===== src/hw/rtl/tun_pkg.sv =====
`default_nettype none

package tun_pkg;

  // The largest normalized magnitude sits in [2^30, 2^31).
  localparam int NORM_TOP = 31;
  localparam int MAG_W    = 31;
  localparam int SUM_W    = 64;
  localparam int ROOT_W   = 32;

  typedef struct packed {
    logic       valid;
    logic       degen;
    logic [2:0] neg;
  } tun_ctx_t;

endpackage

`default_nettype wire


===== src/hw/rtl/tun_div_cell.sv =====
`default_nettype none

// One quotient bit of a restoring divide, three lanes sharing one divisor.
module tun_div_cell
  import tun_pkg::*;
#(
  parameter int FRAC = 14,
  parameter int BIT  = 0
) (
  input  wire logic                          clk_i,
  input  wire logic                          rst_ni,
  input  wire tun_ctx_t                      ctx_i,
  input  wire logic [ROOT_W:0]               d_i,
  input  wire logic [2:0][FRAC+33:0]         rem_i,
  input  wire logic [2:0][FRAC:0]            q_i,
  output tun_ctx_t                           ctx_o,
  output logic [ROOT_W:0]                    d_o,
  output logic [2:0][FRAC+33:0]              rem_o,
  output logic [2:0][FRAC:0]                 q_o
);

  localparam int NW = FRAC + 34;
  localparam int QW = FRAC + 1;

  logic [NW-1:0]         dsh;
  logic [2:0]            ge;
  logic [2:0][NW-1:0]    rem_d;
  logic [2:0][QW-1:0]    q_d;

  always_comb begin
    dsh = NW'(d_i) << BIT;
    for (int i = 0; i < 3; i++) begin
      ge[i]    = (rem_i[i] >= dsh);
      rem_d[i] = ge[i] ? (rem_i[i] - dsh) : rem_i[i];
      q_d[i]   = {q_i[i][QW-2:0], ge[i]};
    end
  end

  always_ff @(posedge clk_i or negedge rst_ni) begin
    if (!rst_ni) begin
      ctx_o <= '0;
    end else begin
      ctx_o <= ctx_i;
    end
  end

  always_ff @(posedge clk_i) begin
    d_o   <= d_i;
    rem_o <= rem_d;
    q_o   <= q_d;
  end

endmodule

`default_nettype wire


===== config.mk =====
export PLATFORM = sky130hd
export DESIGN_NAME = tun_div_cell
export DESIGN_NICKNAME = d
export VERILOG_FILES = /design/src/hw/rtl/tun_pkg.sv /design/src/hw/rtl/tun_div_cell.sv
export SDC_FILE = /design/constraint.sdc
export NUM_CORES = 1
export LEC_CHECK = 0
export BUFFER_PORTS_ARGS = -buffer_cell sky130_fd_sc_hd__buf_2
export CAP_MARGIN = 20
export CORE_MARGIN = 10
export CORE_UTILIZATION = 35
export CTS_BUF_LIST = sky130_fd_sc_hd__clkbuf_4 sky130_fd_sc_hd__clkbuf_8
export CTS_CLUSTER_DIAMETER = 120
export DETAILED_ROUTE_END_ITERATION = 8
export PLACE_DENSITY = 0.62
export SYNTH_ARGS = -nofsm -noshare
export SYNTH_HDL_FRONTEND = slang
export SYNTH_SLANG_ARGS = --single-unit

===== constraint.sdc =====
create_clock -name clk_i -period 0.8 [get_ports clk_i]
set_clock_uncertainty 0.1 [all_clocks]
set_input_delay 0.08 -clock clk_i [delete_from_list [all_inputs] [get_ports clk_i]]
set_output_delay 0.08 -clock clk_i [all_outputs]
set_load 0.02 [all_outputs]

==> qor.yml, run 1 <==
timing:
  slew_violations: 0
  worst_pin_slew_ns: 0.759
  setup-violations-final: 374
  hold_viol_final: 47
  worst_hold_slack_ns: -0.399
  relSlewSlack: 0.481
  rsz0062_at_grt: "yes"
  fin_crit_sh: 3.33
  period_needed_ns: 2.66
  fin_ws_ns: -1.86
  clock.fmax_ghz: 0.375
synth:
  avgSynthCellArea_sq_um: 8.46
  yosysSeqAreaShare: 0.371
  synth_edf_count: 0
  synth_cells: 1456
  yosysWarnings: 0
  synthArstFlopShare: 0.0220
  ys_seq_elements: 227
  synth_flop_cell: "dfxtp_1"
  syn_nets: 1787
  netlist_area_sq_um: 12300
  synth_cell_type_count: 67
place:
  portBuffers: 452
  place_inst: 2786
  dp_hpwl_um: 45900
  gp_congestion: 0.939
finish:
  final_cells: 3171
  fin_nets: 2998
  syn2layout_area_growth_pct: 117
  drive_above_1_share: 0.610
worst_setup_path:
  cp-start-kind: "primary input"
  worstPathArrival_ns: 3.05
  crit_type: "in -> reg"
  path_buf_inv: 5
  path_delay_family: "buffers and inverters"
  crit_chain: "buf_2, dlygate4sd3_1, nor2_2, nand2_2, buf_4, nor3_1, buf_4, nand2_1, o31a_4, or4_4, buf_6, nor3_4, xor2_1"
  critical_path.most_common_cell: "buf_4"
  critPathRequiredTime_ns: 1.19
  cp_slowest_cell: "dlygate4sd3_1"
  path_max_fanout: 5
  cp-end-kind: "flop"
  max_stage_delay_ns: 0.61
global_routing:
  grt_pass1_vias: 17405
  antenna_found_initial: 20
  track_usage: 0.298
  grt_pass1_wl_um: 102000
  grt_max_degree: 17
  gr-total-overflow: 0
pwr:
  vdd_ir_drop_max_mv: 1.97
  p_total_mw: 46.0
  p_leak_nw: 12.3
  power_density_nw_per_um2: 1720
clocking:
  cts-root-buf: "clkbuf_8"
  clock-sinks: 227
  cts_buffers: 42
  htreeDepth: 2
  clockBufferDepth: 3
  cts_tree: "yes"
  path_clk_slew_ns: 0.07
detailed_routing:
  drt-initial-drc-count: 909
  drt-vias-per-instance: 5.20
  wl_per_cell_um: 22.6
  detail-route-antenna-nets: 0
  routed_wirelength_um: 71700
  first_pass_iters: 5
  vias: 16499
  drc: 0
worst_hold_path:
  hold_depth: 3
  min_to: "rem_o[119]"
  worstHoldStart: "rem_i[119]"
  hp-class: "in -> reg"
floorplanning:
  fp.dieH_um: 208
  fp.dieArea_sq_um: 43100
  num_io_pins: 456
  die_width_um: 208
  start_util: 0.356
  rows: 68
  core_sq_um: 34600
flow_run:
  drv_cap: 0
outcome:
  run_status: "complete, but fails checks"
  violations: "hold timing, setup timing"
## report_power, final
group          switching [mW]  total [mW]  internal, mW
clock                    5.65        13.3          7.61
combinational            9.05        18.6          9.56
sequential              0.918        14.1          13.2
total                    15.6        46.0          30.3
## worst min-delay path, cell delays in order
cell     delay [ns]
buf_2          0.09
nand2_1        0.06
o21ai_2        0.04
## state kept, by name (all words and copies together) (netlist names)
| name | flops |
|---|---|
| rem_o | 144 |
| q_o | 45 |
| d_o | 33 |
| ctx_o | 5 |
## synth_stat cells, types with 4 or more instances
cell type | count | share of area
clkbuf_1 | 45 | 0.014
nand3b_1 | 4 | 0.0024
nor2b_1 | 13 | 0.0066
a21o_1 | 48 | 0.029
nand4_1 | 29 | 0.015
xor2_1 | 54 | 0.038
nor3_1 | 34 | 0.014
dfxtp_1 | 222 | 0.36
or4_1 | 6 | 0.0037
mux2_4 | 6 | 0.0073
xnor2_1 | 75 | 0.053
mux2_2 | 8 | 0.0073
o21a_1 | 12 | 0.0073
o211ai_1 | 4 | 0.0024
o41ai_1 | 5 | 0.0036
o31ai_1 | 6 | 0.0037
or3_1 | 8 | 0.0041
nand2b_1 | 12 | 0.0061
or2_2 | 6 | 0.0030
nand3_1 | 30 | 0.012
a31oi_1 | 11 | 0.0056
nor4_1 | 16 | 0.0081
buf_6 | 4 | 0.0037
nand4b_1 | 6 | 0.0043
dfrtp_1 | 5 | 0.010
a2111oi_0 | 9 | 0.0064
a211oi_1 | 10 | 0.0061
o21ai_0 | 87 | 0.035
nand2_1 | 116 | 0.035
and2_1 | 12 | 0.0061
ha_1 | 99 | 0.10
o22ai_1 | 4 | 0.0020
and3_1 | 11 | 0.0056
a21boi_0 | 7 | 0.0043
o21bai_1 | 8 | 0.0049
nor2_1 | 144 | 0.044
and4_1 | 4 | 0.0028
inv_1 | 68 | 0.021
a21oi_1 | 162 | 0.066
## worst max-delay path by stage
stage                 to  cells past startpoint       from
3_3_place_gp   rem_o[94]                     13     d_i[0]
6_report       rem_o[87]                     13  rem_i[85]
4_1_cts        rem_o[94]                     13     d_i[0]
5_1_grt        rem_o[94]                     13  rem_i[85]
2_1_floorplan  rem_o[54]                     10  rem_i[88]
3_5_place_dp   rem_o[91]                     13     d_i[0]
## layer usage
| layer | vias to the layer above | part of all wire | routed length, um | global-route usage |
|---|---|---|---|---|
| li1 | 7655 | - | - | - |
| met1 | 7819 | 0.37 | 26500 | 0.318 |
| met2 | 776 | 0.51 | 36400 | 0.533 |
| met3 | 241 | 0.069 | 4950 | 0.0823 |
| met4 | 8 | 0.052 | 3760 | 0.145 |
| met5 | - | 0.00068 | 49 | 0 |
## stage by stage
stage          TNS (ns)  utilization  instance area, sq um  setup WS, ns
2_1_floorplan   -262.52            -                 13200         -2.13
3_3_place_gp    -327.82        0.557                 19300         -2.52
3_5_place_dp    -328.98        0.557                 19300         -2.62
4_1_cts         -335.31        0.737                 25500         -1.69
5_1_grt         -342.23        0.771                 26700         -1.90
6_report        -328.42        0.772                 26700         -1.86
## logic make-up (layout without fill, tap and decap cells)
kind of cell | Yosys count | after routing | share of synthesized area
and+or+nand+nor | 458 | 459 | 0.178
other | 0 | 17 | 0
adders and majority gates | 102 | 102 | 0.105
muxes | 15 | 15 | 0.0154
xor gates and xnor gates | 129 | 129 | 0.0917
AOI/OAI and AO/OA | 403 | 403 | 0.199
buffers and inverters | 122 | 1364 | 0.0397
DFF | 227 | 227 | 0.371
## cell usage in the layout, fill, tap and decap left out, types with 10 or more instances in the layout
| cell | n |
|---|---|
| a21oi_2 | 48 |
| dlygate4sd3_1 | 209 |
| o21ai_1 | 14 |
| nand3_1 | 25 |
| nor2b_1 | 10 |
| o21ai_2 | 32 |
| nor2_1 | 96 |
| inv_1 | 52 |
| buf_8 | 15 |
| xor2_1 | 49 |
| buf_4 | 479 |
| dfxtp_2 | 222 |
| ha_1 | 64 |
| buf_2 | 214 |
| buf_6 | 275 |
| clkinvlp_4 | 11 |
| nor2_4 | 27 |
| nand2b_1 | 11 |
| nand4_1 | 29 |
| buf_12 | 15 |
| ha_4 | 29 |
| a21o_1 | 47 |
| and2_1 | 10 |
| nand2_1 | 90 |
| and3_1 | 11 |
| clkbuf_8 | 50 |
| xnor2_1 | 70 |
| o21a_1 | 11 |
| nor3_1 | 28 |
| nand2_4 | 18 |
| diode_2 | 17 |
| a21oi_1 | 106 |
| o21ai_0 | 37 |
| nor2_2 | 22 |
| mux2_4 | 13 |
## what timing repair did
item                                    CTS  global route
endpoints found under the setup margin  374           374
pin swaps                                96            88
buffers inserted                         55            37
hold buffers                            186            29
resized for setup                       931           194
endpoints found under the hold margin   229            77
gates cloned                             15             2
## final cells by class
cell class	count	area [sq um]
Antenna cell	17	42.5
Clock buffer	55	726
Clock inverter	21	249
Fill cell	2158	7900
Inverter	70	357
Multi-Input combinational cell	1108	9360
Sequential cell	227	4850
Tap cell	455	569
Timing Repair Buffer	1211	10500
Timing Repair inverter	7	116
Note: power is estimated with default switching activity, not from simulation.
==> inputs of run 2 (changes only) <==
--- a/config.mk
+++ b/config.mk
@@ -7,12 +7,12 @@
 export LEC_CHECK = 0
 export BUFFER_PORTS_ARGS = -buffer_cell sky130_fd_sc_hd__buf_2
 export CAP_MARGIN = 20
-export CORE_MARGIN = 10
-export CORE_UTILIZATION = 35
+export CORE_AREA = 10 10 170 172
 export CTS_BUF_LIST = sky130_fd_sc_hd__clkbuf_4 sky130_fd_sc_hd__clkbuf_8
 export CTS_CLUSTER_DIAMETER = 120
 export DETAILED_ROUTE_END_ITERATION = 8
-export PLACE_DENSITY = 0.62
+export DIE_AREA = 0 0 180 182
+export PLACE_DENSITY = 0.81
 export SYNTH_ARGS = -nofsm -noshare
 export SYNTH_HDL_FRONTEND = slang
 export SYNTH_SLANG_ARGS = --single-unit
==> qor.yml, run 2 <==
synth:
  synth_top_area_share: 0.361  # unchanged
  syn_nets: 1787  # unchanged
  synth_area_leaders: "dfxtp_1 (36%), ha_1 (10%), a21oi_1 (6.6%), xnor2_1 (5.3%), nor2_1 (4.4%)"  # unchanged
  synth_flop_cell: "dfxtp_1"  # unchanged
  synth_cell_type_count: 67  # unchanged
  yosysSeqAreaShare: 0.371  # unchanged
  netlist_area_sq_um: 12300  # unchanged
  avgSynthCellArea_sq_um: 8.46  # unchanged
  synth_common_cells: "dfxtp_1 (222), a21oi_1 (162), nor2_1 (144)"  # unchanged
  yosysWarnings: 0  # unchanged
  synth_edf_count: 0  # unchanged
  synth_top_cell_by_area: "dfxtp_1"  # unchanged
  ys_seq_elements: 227  # unchanged
  post-synth-top-count-cell: "dfxtp_1"  # unchanged
  synth_cells: 1456  # unchanged
  synthArstFlopShare: 0.0220  # unchanged
outcome:
  run_status: "did not finish"  # was complete, but fails checks
  haltStage: "5_1_grt"
  error_line: "[ERROR DPL-0038] Utilization greater than 100%, impossible to legalize"
place:
  portBuffers: 452  # unchanged
  dp_hpwl_um: 44100  # was 45900 um
  gp_congestion: 1.02  # was 0.939
  place_inst: 2681  # was 2786
floorplanning:
  rows: 59  # was 68
  num_io_pins: 456  # unchanged
  start_util: 0.481  # was 0.356
  fp.dieH_um: 182  # was 208 um
  die_width_um: 180  # was 208 um
clocking:
  clock-sinks: 227  # unchanged
  cts_buffers: 39  # was 42
  cts-root-buf: "clkbuf_8"  # unchanged
  clockBufferDepth: 3  # unchanged
  htreeDepth: 2  # unchanged
timing:
  worstEpCategory: "register input"
  crit_endpoint: "rem_o[89]$_DFF_P_/D"
global_routing:
  grt_max_degree: 28
[run 2: cells by family after synthesis]
| kind of cell | Yosys count | share of synthesized area |
|---|---|---|
| buf+inv | 122 | 0.0397 |
| simple gates | 458 | 0.178 |
| flops | 227 | 0.371 |
| compound gates | 403 | 0.199 |
| mux | 15 | 0.0154 |
| fa+ha+maj | 102 | 0.105 |
| xor+xnor | 129 | 0.0917 |
[run 2: what timing repair did]
| item | 4_1_cts |
|---|---|
| hold endpoints to repair | 228 |
| gates cloned | 11 |
| gates resized for setup | 333 |
| hold buffers | 210 |
| pin swaps | 124 |
| endpoints found under the setup margin | 374 |
| buffers inserted | 58 |
[run 2: metrics by stage]
| stage | setup slack (ns) | instance area, sq um | setup TNS, ns |
|---|---|---|---|
| floorplan | -2.13 | 13200 | -262.52 |
| global placement | -2.46 | 19200 | -323.13 |
| detailed placement | -2.61 | 19200 | -326.33 |
| CTS | -1.72 | 24200 | -326.18 |
