--- config.mk ---
export PLATFORM = sky130hd
export DESIGN_NAME = tun_sqrt_cell
export DESIGN_NICKNAME = d
export VERILOG_FILES = /design/src/hw/rtl/tun_pkg.sv /design/src/hw/rtl/tun_sqrt_cell.sv
export SDC_FILE = /design/constraint.sdc
export NUM_CORES = 1
export LEC_CHECK = 0
export ABC_AREA = 0
export BUFFER_PORTS_ARGS = -buffer_cell sky130_fd_sc_hd__clkbuf_2
export CAP_MARGIN = 40
export CORE_AREA = 2 2 179 181
export DETAILED_ROUTE_END_ITERATION = 8
export DIE_AREA = 0 0 181 183
export PLACE_DENSITY_LB_ADDON = 0.3
export SETUP_SLACK_MARGIN = 0.2
export SYNTH_ARGS = -nofsm -noshare
export SYNTH_HDL_FRONTEND = slang
export SYNTH_SLANG_ARGS = --single-unit
--- constraint.sdc ---
create_clock -name clk_i -period 1 [get_ports clk_i]
set_input_delay 0.2 -clock clk_i [delete_from_list [all_inputs] [get_ports clk_i]]
set_output_delay 0.2 -clock clk_i [all_outputs]
set_load 0.1 [all_outputs]
--- src/hw/rtl/tun_pkg.sv ---
`default_nettype none

package tun_pkg;

  // The largest normalized magnitude sits in [2^30, 2^31).
  localparam int NORM_TOP = 31;
  localparam int MAG_W    = 31;
  localparam int SUM_W    = 64;
  localparam int ROOT_W   = 32;

  typedef struct packed {
    logic       valid;
    logic       degen;
    logic [2:0] neg;
  } tun_ctx_t;

endpackage

`default_nettype wire

--- src/hw/rtl/tun_sqrt_cell.sv ---
`default_nettype none

// One digit of the integer square root: two radicand bits in, one root bit out.
module tun_sqrt_cell
  import tun_pkg::*;
(
  input  wire logic                       clk_i,
  input  wire logic                       rst_ni,
  input  wire tun_ctx_t                   ctx_i,
  input  wire logic [SUM_W-1:0]           s_i,
  input  wire logic [ROOT_W+1:0]          rem_i,
  input  wire logic [ROOT_W-1:0]          root_i,
  input  wire logic [2:0][MAG_W-1:0]      m_i,
  output tun_ctx_t                        ctx_o,
  output logic [SUM_W-1:0]                s_o,
  output logic [ROOT_W+1:0]               rem_o,
  output logic [ROOT_W-1:0]               root_o,
  output logic [2:0][MAG_W-1:0]           m_o
);

  logic [ROOT_W+1:0] rem_sh;
  logic [ROOT_W+1:0] trial;
  logic              ge;

  always_comb begin
    rem_sh = {rem_i[ROOT_W-1:0], s_i[SUM_W-1 -: 2]};
    trial  = {root_i, 2'b01};
    ge     = (rem_sh >= trial);
  end

  always_ff @(posedge clk_i or negedge rst_ni) begin
    if (!rst_ni) begin
      ctx_o <= '0;
    end else begin
      ctx_o <= ctx_i;
    end
  end

  always_ff @(posedge clk_i) begin
    s_o    <= {s_i[SUM_W-3:0], 2'b00};
    rem_o  <= ge ? (rem_sh - trial) : rem_sh;
    root_o <= {root_i[ROOT_W-2:0], ge};
    m_o    <= m_i;
  end

endmodule

`default_nettype wire

==> impl_metrics.csv, run 1 <==
group,metric,value,unit
outcome,run_status,"complete, but fails checks",
outcome,violations,"setup timing",
drt,drt-wirelength-per-cell,18.17,µm
place,numPlacedInstances,1552,
place,hpwl,23390,µm
sta,timing.slew.headroom,60.40,%
grt,grt_antenna_before_repair,4,
critical_path,path_buf_inv,4,
die,coreArea,31230,µm²
die,boundaryPins,458,
critical_path,path_max_fanout,7,
synth,asyncSetResetFlopFracSynth,2.212,%
sta,min_period,1.953,ns
sta,finalWorstSetupSlack,-0.9528,ns
synth,synthesized_instance_count,587,
critical_path,critPathMaxStageDelay,0.29,ns
sta,worst-slew-pin-transition,0.5879,ns
hold_path,hold_end,"rem_o[2]",
sta,setup_viol_count_final,261,
layout,layoutNonFillerInstCount,1853,
hold_path,min_path_cells,4,
drt,drt-pass1-iter-count,4,
critical_path,timing.critical_path.required,1.42,ns
drt,detailroute.via_count,7695,
power,irDropWorstVdd,1.306,mV
synth,synth_edf_count,0,
drt,detail_route.iter0.violations,203,
critical_path,endpoint_kind,"flip-flop",
die,die_w,181,µm
critical_path,critical_path.startpoint_type,"input port",
synth,synth.cell_area,7218,µm²
sta,timing.final.crit_share,195.3,%
critical_path,crit_family,"compound AO/OA/AOI/OAI gates",
grt,grt_pass1_vias,8341,
critical_path,worstSetupPathType,"in -> reg",
sta,timing_hold_violations_final,0,
drt,totalWireLength,33680,µm
layout,num-nets-final,1691,
grt,overflow,0,
critical_path,critical_path.slowest_cell,"sky130_fd_sc_hd__o31a_1",
critical_path,path_cells,"buf_8 > inv_4 > ha_4 > nor2b_4 > o31a_1 > o31ai_4 > a21oi_4 > o21ai_4 > a21boi_4 > nor2_8 > clkinv_8 > clkbuf_16 > mux2_4",
synth,ff_latch_count_synth,226,
hold_path,hold_startpoint,"rem_i[0]",
place,place_congestion,0.8275,
die,die-height,183,µm
sta,fmax,512.1,MHz
grt,global_route.usage.total,19.53,%
clock_network,path_clk_slew,0.06,ns
synth,yosysUniqueCellTypes,67,
clock_network,root_buffer,"sky130_fd_sc_hd__clkbuf_16",
drt,detail_route.drc_violations,0,
layout,nFillCells,2267,
power,total_power,31.32,mW
drt,antenna_violating_nets_post_route,0,
hold_path,worstHoldPathType,"in -> reg",
die,placementRows,65,
critical_path,crit_arrival,2.37,ns
grt,grt_first_pass_wirelength,49950,µm
layout,areaGrowthSynthToFinish,163.7,%
clock_network,ctsHtreeMaxLevel,1,
drt,avgViaCountPerCell,4.153,
clock_network,clk_path_buf_depth,3,
clock_network,tritoncts.num_buffers,26,
synth,syn_avg_cell_area,12.30,µm²
die,start_util,23.11,%
layout,layout-drive-gt1-share,68.69,%
place,number_of_buffer_cells_added_on_primary_ports,453,
power,power_density,1646,nW/µm²
run,max_cap_violations,0,
synth,synth.yosys.seq_area_share,63.03,%
grt,grt_start_max_net_pins,14,
synth,top_flip_flop_cell_by_instance_count_after_synthesis,"sky130_fd_sc_hd__dfxtp_1",
clock_network,cts.sink_count,226,
sta,rsz0062_at_grt,"yes",
synth,synth.yosys.warnings,0,
power,static_leakage,8.516,nW
sta,final_max_slew_viol_count,0,
die,fp.dieArea,33120,µm²
clock_network,tritoncts,"done",
-- tightest hold or removal path, stage by stage --
cell,delay [ns]
sky130_fd_sc_hd__buf_8,0.08
sky130_fd_sc_hd__buf_4,0.09
sky130_fd_sc_hd__nor3_1,0.05
sky130_fd_sc_hd__a21oi_2,0.09
-- Yosys cell counts, types with 3 or more instances --
cell	instances	area share (%)
sky130_fd_sc_hd__buf_2	3	0.21
sky130_fd_sc_hd__and3_1	8	0.69
sky130_fd_sc_hd__nor3_1	10	0.69
sky130_fd_sc_hd__dfxtp_1	221	61
sky130_fd_sc_hd__a21oi_1	41	2.8
sky130_fd_sc_hd__mux2_4	20	4.2
sky130_fd_sc_hd__dfrtp_1	5	1.7
sky130_fd_sc_hd__nand4_1	3	0.26
sky130_fd_sc_hd__a31oi_1	4	0.35
sky130_fd_sc_hd__a211oi_1	6	0.62
sky130_fd_sc_hd__buf_4	3	0.31
sky130_fd_sc_hd__or3_1	3	0.26
sky130_fd_sc_hd__a21o_1	16	1.7
sky130_fd_sc_hd__xnor2_1	17	2.1
sky130_fd_sc_hd__inv_1	42	2.2
sky130_fd_sc_hd__nand2b_1	4	0.35
sky130_fd_sc_hd__o21ai_0	22	1.5
sky130_fd_sc_hd__nor2_1	18	0.94
sky130_fd_sc_hd__nand2_1	24	1.2
sky130_fd_sc_hd__o21a_1	4	0.42
sky130_fd_sc_hd__o311ai_0	3	0.36
sky130_fd_sc_hd__xor2_1	9	1.1
sky130_fd_sc_hd__ha_1	34	5.9
sky130_fd_sc_hd__nand3_1	11	0.76
sky130_fd_sc_hd__clkbuf_1	5	0.26
-- power breakdown --
part           switching, mW  total, mW  internal [mW]
combinational           7.09       12.3           5.19
clock                   3.80       8.92           5.12
sequential             0.566       10.1           9.55
-- cells in the final DEF, fill, tap and decap left out, types with 4 or more instances in the layout --
master and instances:
sky130_fd_sc_hd__buf_12 228, sky130_fd_sc_hd__dlygate4sd3_1 216, sky130_fd_sc_hd__clkbuf_2 212, sky130_fd_sc_hd__dfxtp_4 202, sky130_fd_sc_hd__buf_4 141, sky130_fd_sc_hd__inv_1 27, sky130_fd_sc_hd__a21oi_1 27, sky130_fd_sc_hd__clkbuf_16 27
sky130_fd_sc_hd__mux2_4 21, sky130_fd_sc_hd__ha_4 21, sky130_fd_sc_hd__buf_6 21, sky130_fd_sc_hd__nand2_1 19, sky130_fd_sc_hd__dfxtp_2 17, sky130_fd_sc_hd__o21ai_0 15, sky130_fd_sc_hd__a21o_1 15, sky130_fd_sc_hd__nor2_1 15
sky130_fd_sc_hd__xnor2_1 15, sky130_fd_sc_hd__inv_2 14, sky130_fd_sc_hd__a21oi_2 12, sky130_fd_sc_hd__ha_1 12, sky130_fd_sc_hd__xor2_1 9, sky130_fd_sc_hd__nand3_1 8, sky130_fd_sc_hd__clkbuf_1 8, sky130_fd_sc_hd__nor3_1 7
sky130_fd_sc_hd__clkinv_2 6, sky130_fd_sc_hd__o21ai_1 5, sky130_fd_sc_hd__and3_1 5, sky130_fd_sc_hd__dfrtp_4 5, sky130_fd_sc_hd__diode_2 4, sky130_fd_sc_hd__o21a_1 4, sky130_fd_sc_hd__nor2_2 4, sky130_fd_sc_hd__a21oi_4 4
sky130_fd_sc_hd__a31oi_1 4, sky130_fd_sc_hd__nand2b_1 4, sky130_fd_sc_hd__clkinv_1 4
-- cell families (layout without fill, tap and decap cells) --
family / Yosys count / in the layout / synth area share (%)
AOI/OAI and AO/OA: 127 / 127 / 12.55
other: 1 / 6 / 0.05195
DFF: 226 / 226 / 63.03
and+or+nand+nor: 95 / 95 / 7.194
adders and majority gates: 34 / 34 / 5.894
xor gates and xnor gates: 26 / 26 / 3.155
muxes: 22 / 22 / 4.455
buffers and inverters: 56 / 915 / 3.675
-- how the worst max path moves through the flow --
stage | from | endpoint | slack (ns) | depth (start not counted)
after floorplan | rem_i[0] | rem_o[10] | -1.33 | 11
after global placement | root_i[4] | rem_o[31] | -1.57 | 11
after detailed placement | root_i[4] | rem_o[31] | -1.63 | 11
after CTS | root_i[13] | rem_o[7] | -0.90 | 14
after global routing | root_i[10] | rem_o[30] | -1.00 | 14
final | root_i[0] | rem_o[13] | -0.95 | 13
-- flip-flops by register name, summed over array words and instances (netlist names) --
name    count
m_o        93
s_o        62
rem_o      34
root_o     32
ctx_o       5
-- routing by layer --
metal / GRT usage [%] / wire (µm) / up-vias
met5: 0 / 0 / -
met4: 7.285 / 1474 / 0
met3: 5.699 / 2310 / 71
met2: 37.71 / 18170 / 290
met1: 19.82 / 11720 / 3621
li1: - / - / 3713
-- area by class of cell --
| class | count | area, µm² | area share, % |
|---|---|---|---|
| clock inverters | 13 | 98.84 | 0.5193 |
| diodes | 4 | 10.01 | 0.05259 |
| multi-input cells | 306 | 3010 | 15.82 |
| flip-flops and latches | 226 | 5348 | 28.10 |
| inverters | 43 | 176.4 | 0.9269 |
| clock buffers | 35 | 694.4 | 3.648 |
| well taps | 402 | 503.0 | 2.643 |
| repair buffers | 824 | 9193 | 48.30 |
-- through the flow --
stage	setup TNS, ns	setup slack [ns]	area (µm²)	hold WS, ns	util [%]
floorplan	-45.26	-1.326	8168	-0.09557	-
global placement	-52.25	-1.570	15150	0.02339	48.51
detailed placement	-53.06	-1.629	15150	0.02534	48.51
CTS	-93.82	-0.9033	18630	-0.2368	59.64
global route	-99.53	-1.001	19030	0.01248	60.95
finish	-88.48	-0.9528	19030	0.02211	60.95
-- timing repair --
action | CTS | global route
cloned | 1 | 1
endpoints found under the hold margin | 218 | 4
setup endpoints to repair | 261 | 261
pin swaps | 30 | 30
gates resized for setup | 86 | 72
setup buffers | 21 | 10
hold buffers | 212 | 4
No activity file was read; power rests on OpenSTA's default activity.
==> run 2, diff against run 1 <==
PLACE_DENSITY = 0.6   (was default)
PLACE_DENSITY_LB_ADDON = default   (was 0.3)
==> run 2 against run 1 <==
Critical path type unchanged. Non-clock buffer count is 22 lower. The flow finishes with violations (hold timing, setup timing). Clock power is 6.5% higher. Setup slack worse by 0.078 ns.
==> impl_metrics.csv, run 2 (synthesized netlist as in run 1, its figures left out) <==
group,metric,value,unit
outcome,run_status,"complete, but fails checks",
outcome,violations,"hold timing, setup timing",
place,placement.cell_area,15090,µm²
clock_network,path_clk_slew,0.06,ns
critical_path,worstSetupPathType,"in -> reg",
die,die_w,181,µm
drt,avgViaCountPerCell,4.212,
critical_path,path_cells,"clkbuf_2 > inv_1 > ha_4 > and3_4 > nand4_1 > nor4_4 > buf_4 > a21o_1 > a21o_1 > a21o_1 > nor2_8 > clkinv_8 > clkbuf_16 > mux2_4",
place,hpwl,22900,µm
clock_network,clk_path_buf_depth,3,
run,max_cap_violations,0,
layout,num-nets-final,1669,
sta,setup_viol_count_final,261,
drt,drt-pass1-iter-count,4,
grt,grt_start_max_net_pins,14,
place,place_congestion,0.8530,
layout,mostFrequentLayoutCell,"sky130_fd_sc_hd__buf_12",
clock_network,tritoncts,"done",
drt,detail_route.drc_violations,0,
sta,hold_slack,-0.2219,ns
layout,registers.top_by_ff_count,"m_o",
die,start_util,23.11,%
critical_path,crit_arrival,2.44,ns
critical_path,crit_family,"buffers and inverters",
power,static_leakage,8.437,nW
drt,totalWireLength,34560,µm
grt,overflow,0,
grt,grt_pass1_vias,8524,
clock_network,tritoncts.num_buffers,26,
layout,layout-drive-gt1-share,68.31,%
clock_network,cts.sink_count,226,
die,boundaryPins,458,
clock_network,ctsHtreeMaxLevel,1,
clock_network,cts.hold.buffers_added,213,
layout,areaGrowthSynthToFinish,160.9,%
sta,timing_hold_violations_final,1,
hold_path,hold_startpoint,"root_i[7]",
die,die-height,183,µm
sta,final_max_slew_viol_count,0,
critical_path,path_max_fanout,7,
critical_path,critical_path.startpoint_type,"input port",
layout,largest_register_ffs,93,
hold_path,worstHoldPathType,"in -> reg",
critical_path,path_buf_inv,5,
clock_network,root_buffer,"sky130_fd_sc_hd__clkbuf_16",
sta,fmax,492.3,MHz
critical_path,critical-path-top-cell-by-count,"sky130_fd_sc_hd__a21o_1",
sta,timing.slew.headroom,66.39,%
die,fp.dieArea,33120,µm²
place,numPlacedInstances,1543,
die,placementRows,65,
layout,postLayoutCellArea,18830,µm²
critical_path,endpoint_kind,"flip-flop",
sta,finalWorstSetupSlack,-1.031,ns
grt,grt_antenna_before_repair,3,
die,coreArea,31230,µm²
sta,timing.final.crit_share,203.1,%
grt,grt_first_pass_wirelength,50970,µm
critical_path,critPathMaxStageDelay,0.30,ns
hold_path,hold_end,"root_o[8]",
drt,detail_route.iter0.violations,329,
hold_path,min_path_cells,1,
sta,rsz0062_at_grt,"yes",
sta,worst-slew-pin-transition,0.4915,ns
layout,layoutNonFillerInstCount,1827,
critical_path,timing.critical_path.required,1.41,ns
grt,global_route.usage.total,19.85,%
drt,drt-wirelength-per-cell,18.92,µm
critical_path,critical_path.slowest_cell,"sky130_fd_sc_hd__mux2_4",
power,irDropWorstVdd,1.410,mV
layout,layout_common_cells,"sky130_fd_sc_hd__buf_12 (229), sky130_fd_sc_hd__clkbuf_2 (222), sky130_fd_sc_hd__dlygate4sd3_1 (213)",
layout,top_regs,"m_o (93), s_o (62), rem_o (34)",
drt,antenna_violating_nets_post_route,0,
place,number_of_buffer_cells_added_on_primary_ports,453,
power,power_density,1685,nW/µm²
place,post-place-ws,-1.708,ns
drt,detailroute.via_count,7696,
sta,min_period,2.031,ns
## run 2: worst max-delay path by stage
stage	from	end	slack, ns	cells after the start
floorplan	rem_i[0]	rem_o[10]	-1.33	11
global placement	root_i[4]	rem_o[31]	-1.61	11
detailed placement	root_i[4]	rem_o[31]	-1.71	11
CTS	root_i[7]	rem_o[8]	-0.95	14
global route	root_i[27]	rem_o[10]	-1.11	13
finish	root_i[8]	rem_o[10]	-1.03	14
## run 2: power breakdown
part	switching [mW]	total (mW)	internal (mW)
sequential	0.580	10.1	9.56
clock	3.82	9.50	5.69
combinational	7.08	12.1	5.02
## run 2: layer usage
metal	track usage (%)	wire (µm)
met4	7.415	1430
met2	38.23	18710
met3	5.560	2405
met5	0	13
met1	20.36	12000
## run 2: area by class of cell
| cell class | count | area, µm² |
|---|---|---|
| clock buffer | 33 | 696.9 |
| antenna | 2 | 5.005 |
| inverter | 43 | 178.9 |
| sequential | 226 | 5348 |
| fill | 2217 | 12400 |
| multi-input combinational | 306 | 2987 |
| tap | 402 | 503.0 |
| timing repair buffer | 802 | 8960 |
| clock inverter | 13 | 153.9 |
## run 2: what timing repair did
action | in CTS | in global routing
pin swaps | 19 | 23
hold endpoints to repair | 218 | 1
gates resized for setup | 84 | 47
gates cloned | 0 | 1
buffers inserted | 15 | 7
endpoints found under the setup margin | 261 | 261
## run 2: metrics by stage
step,setup TNS (ns),power [mW],util [%]
after global routing,-100.38,32.88,60.30
final,-88.87,31.74,60.30
after CTS,-92.70,31.60,59.35
after detailed placement,-53.86,21.06,48.33
after global placement,-52.42,20.96,48.33
after floorplan,-45.26,16.50,-
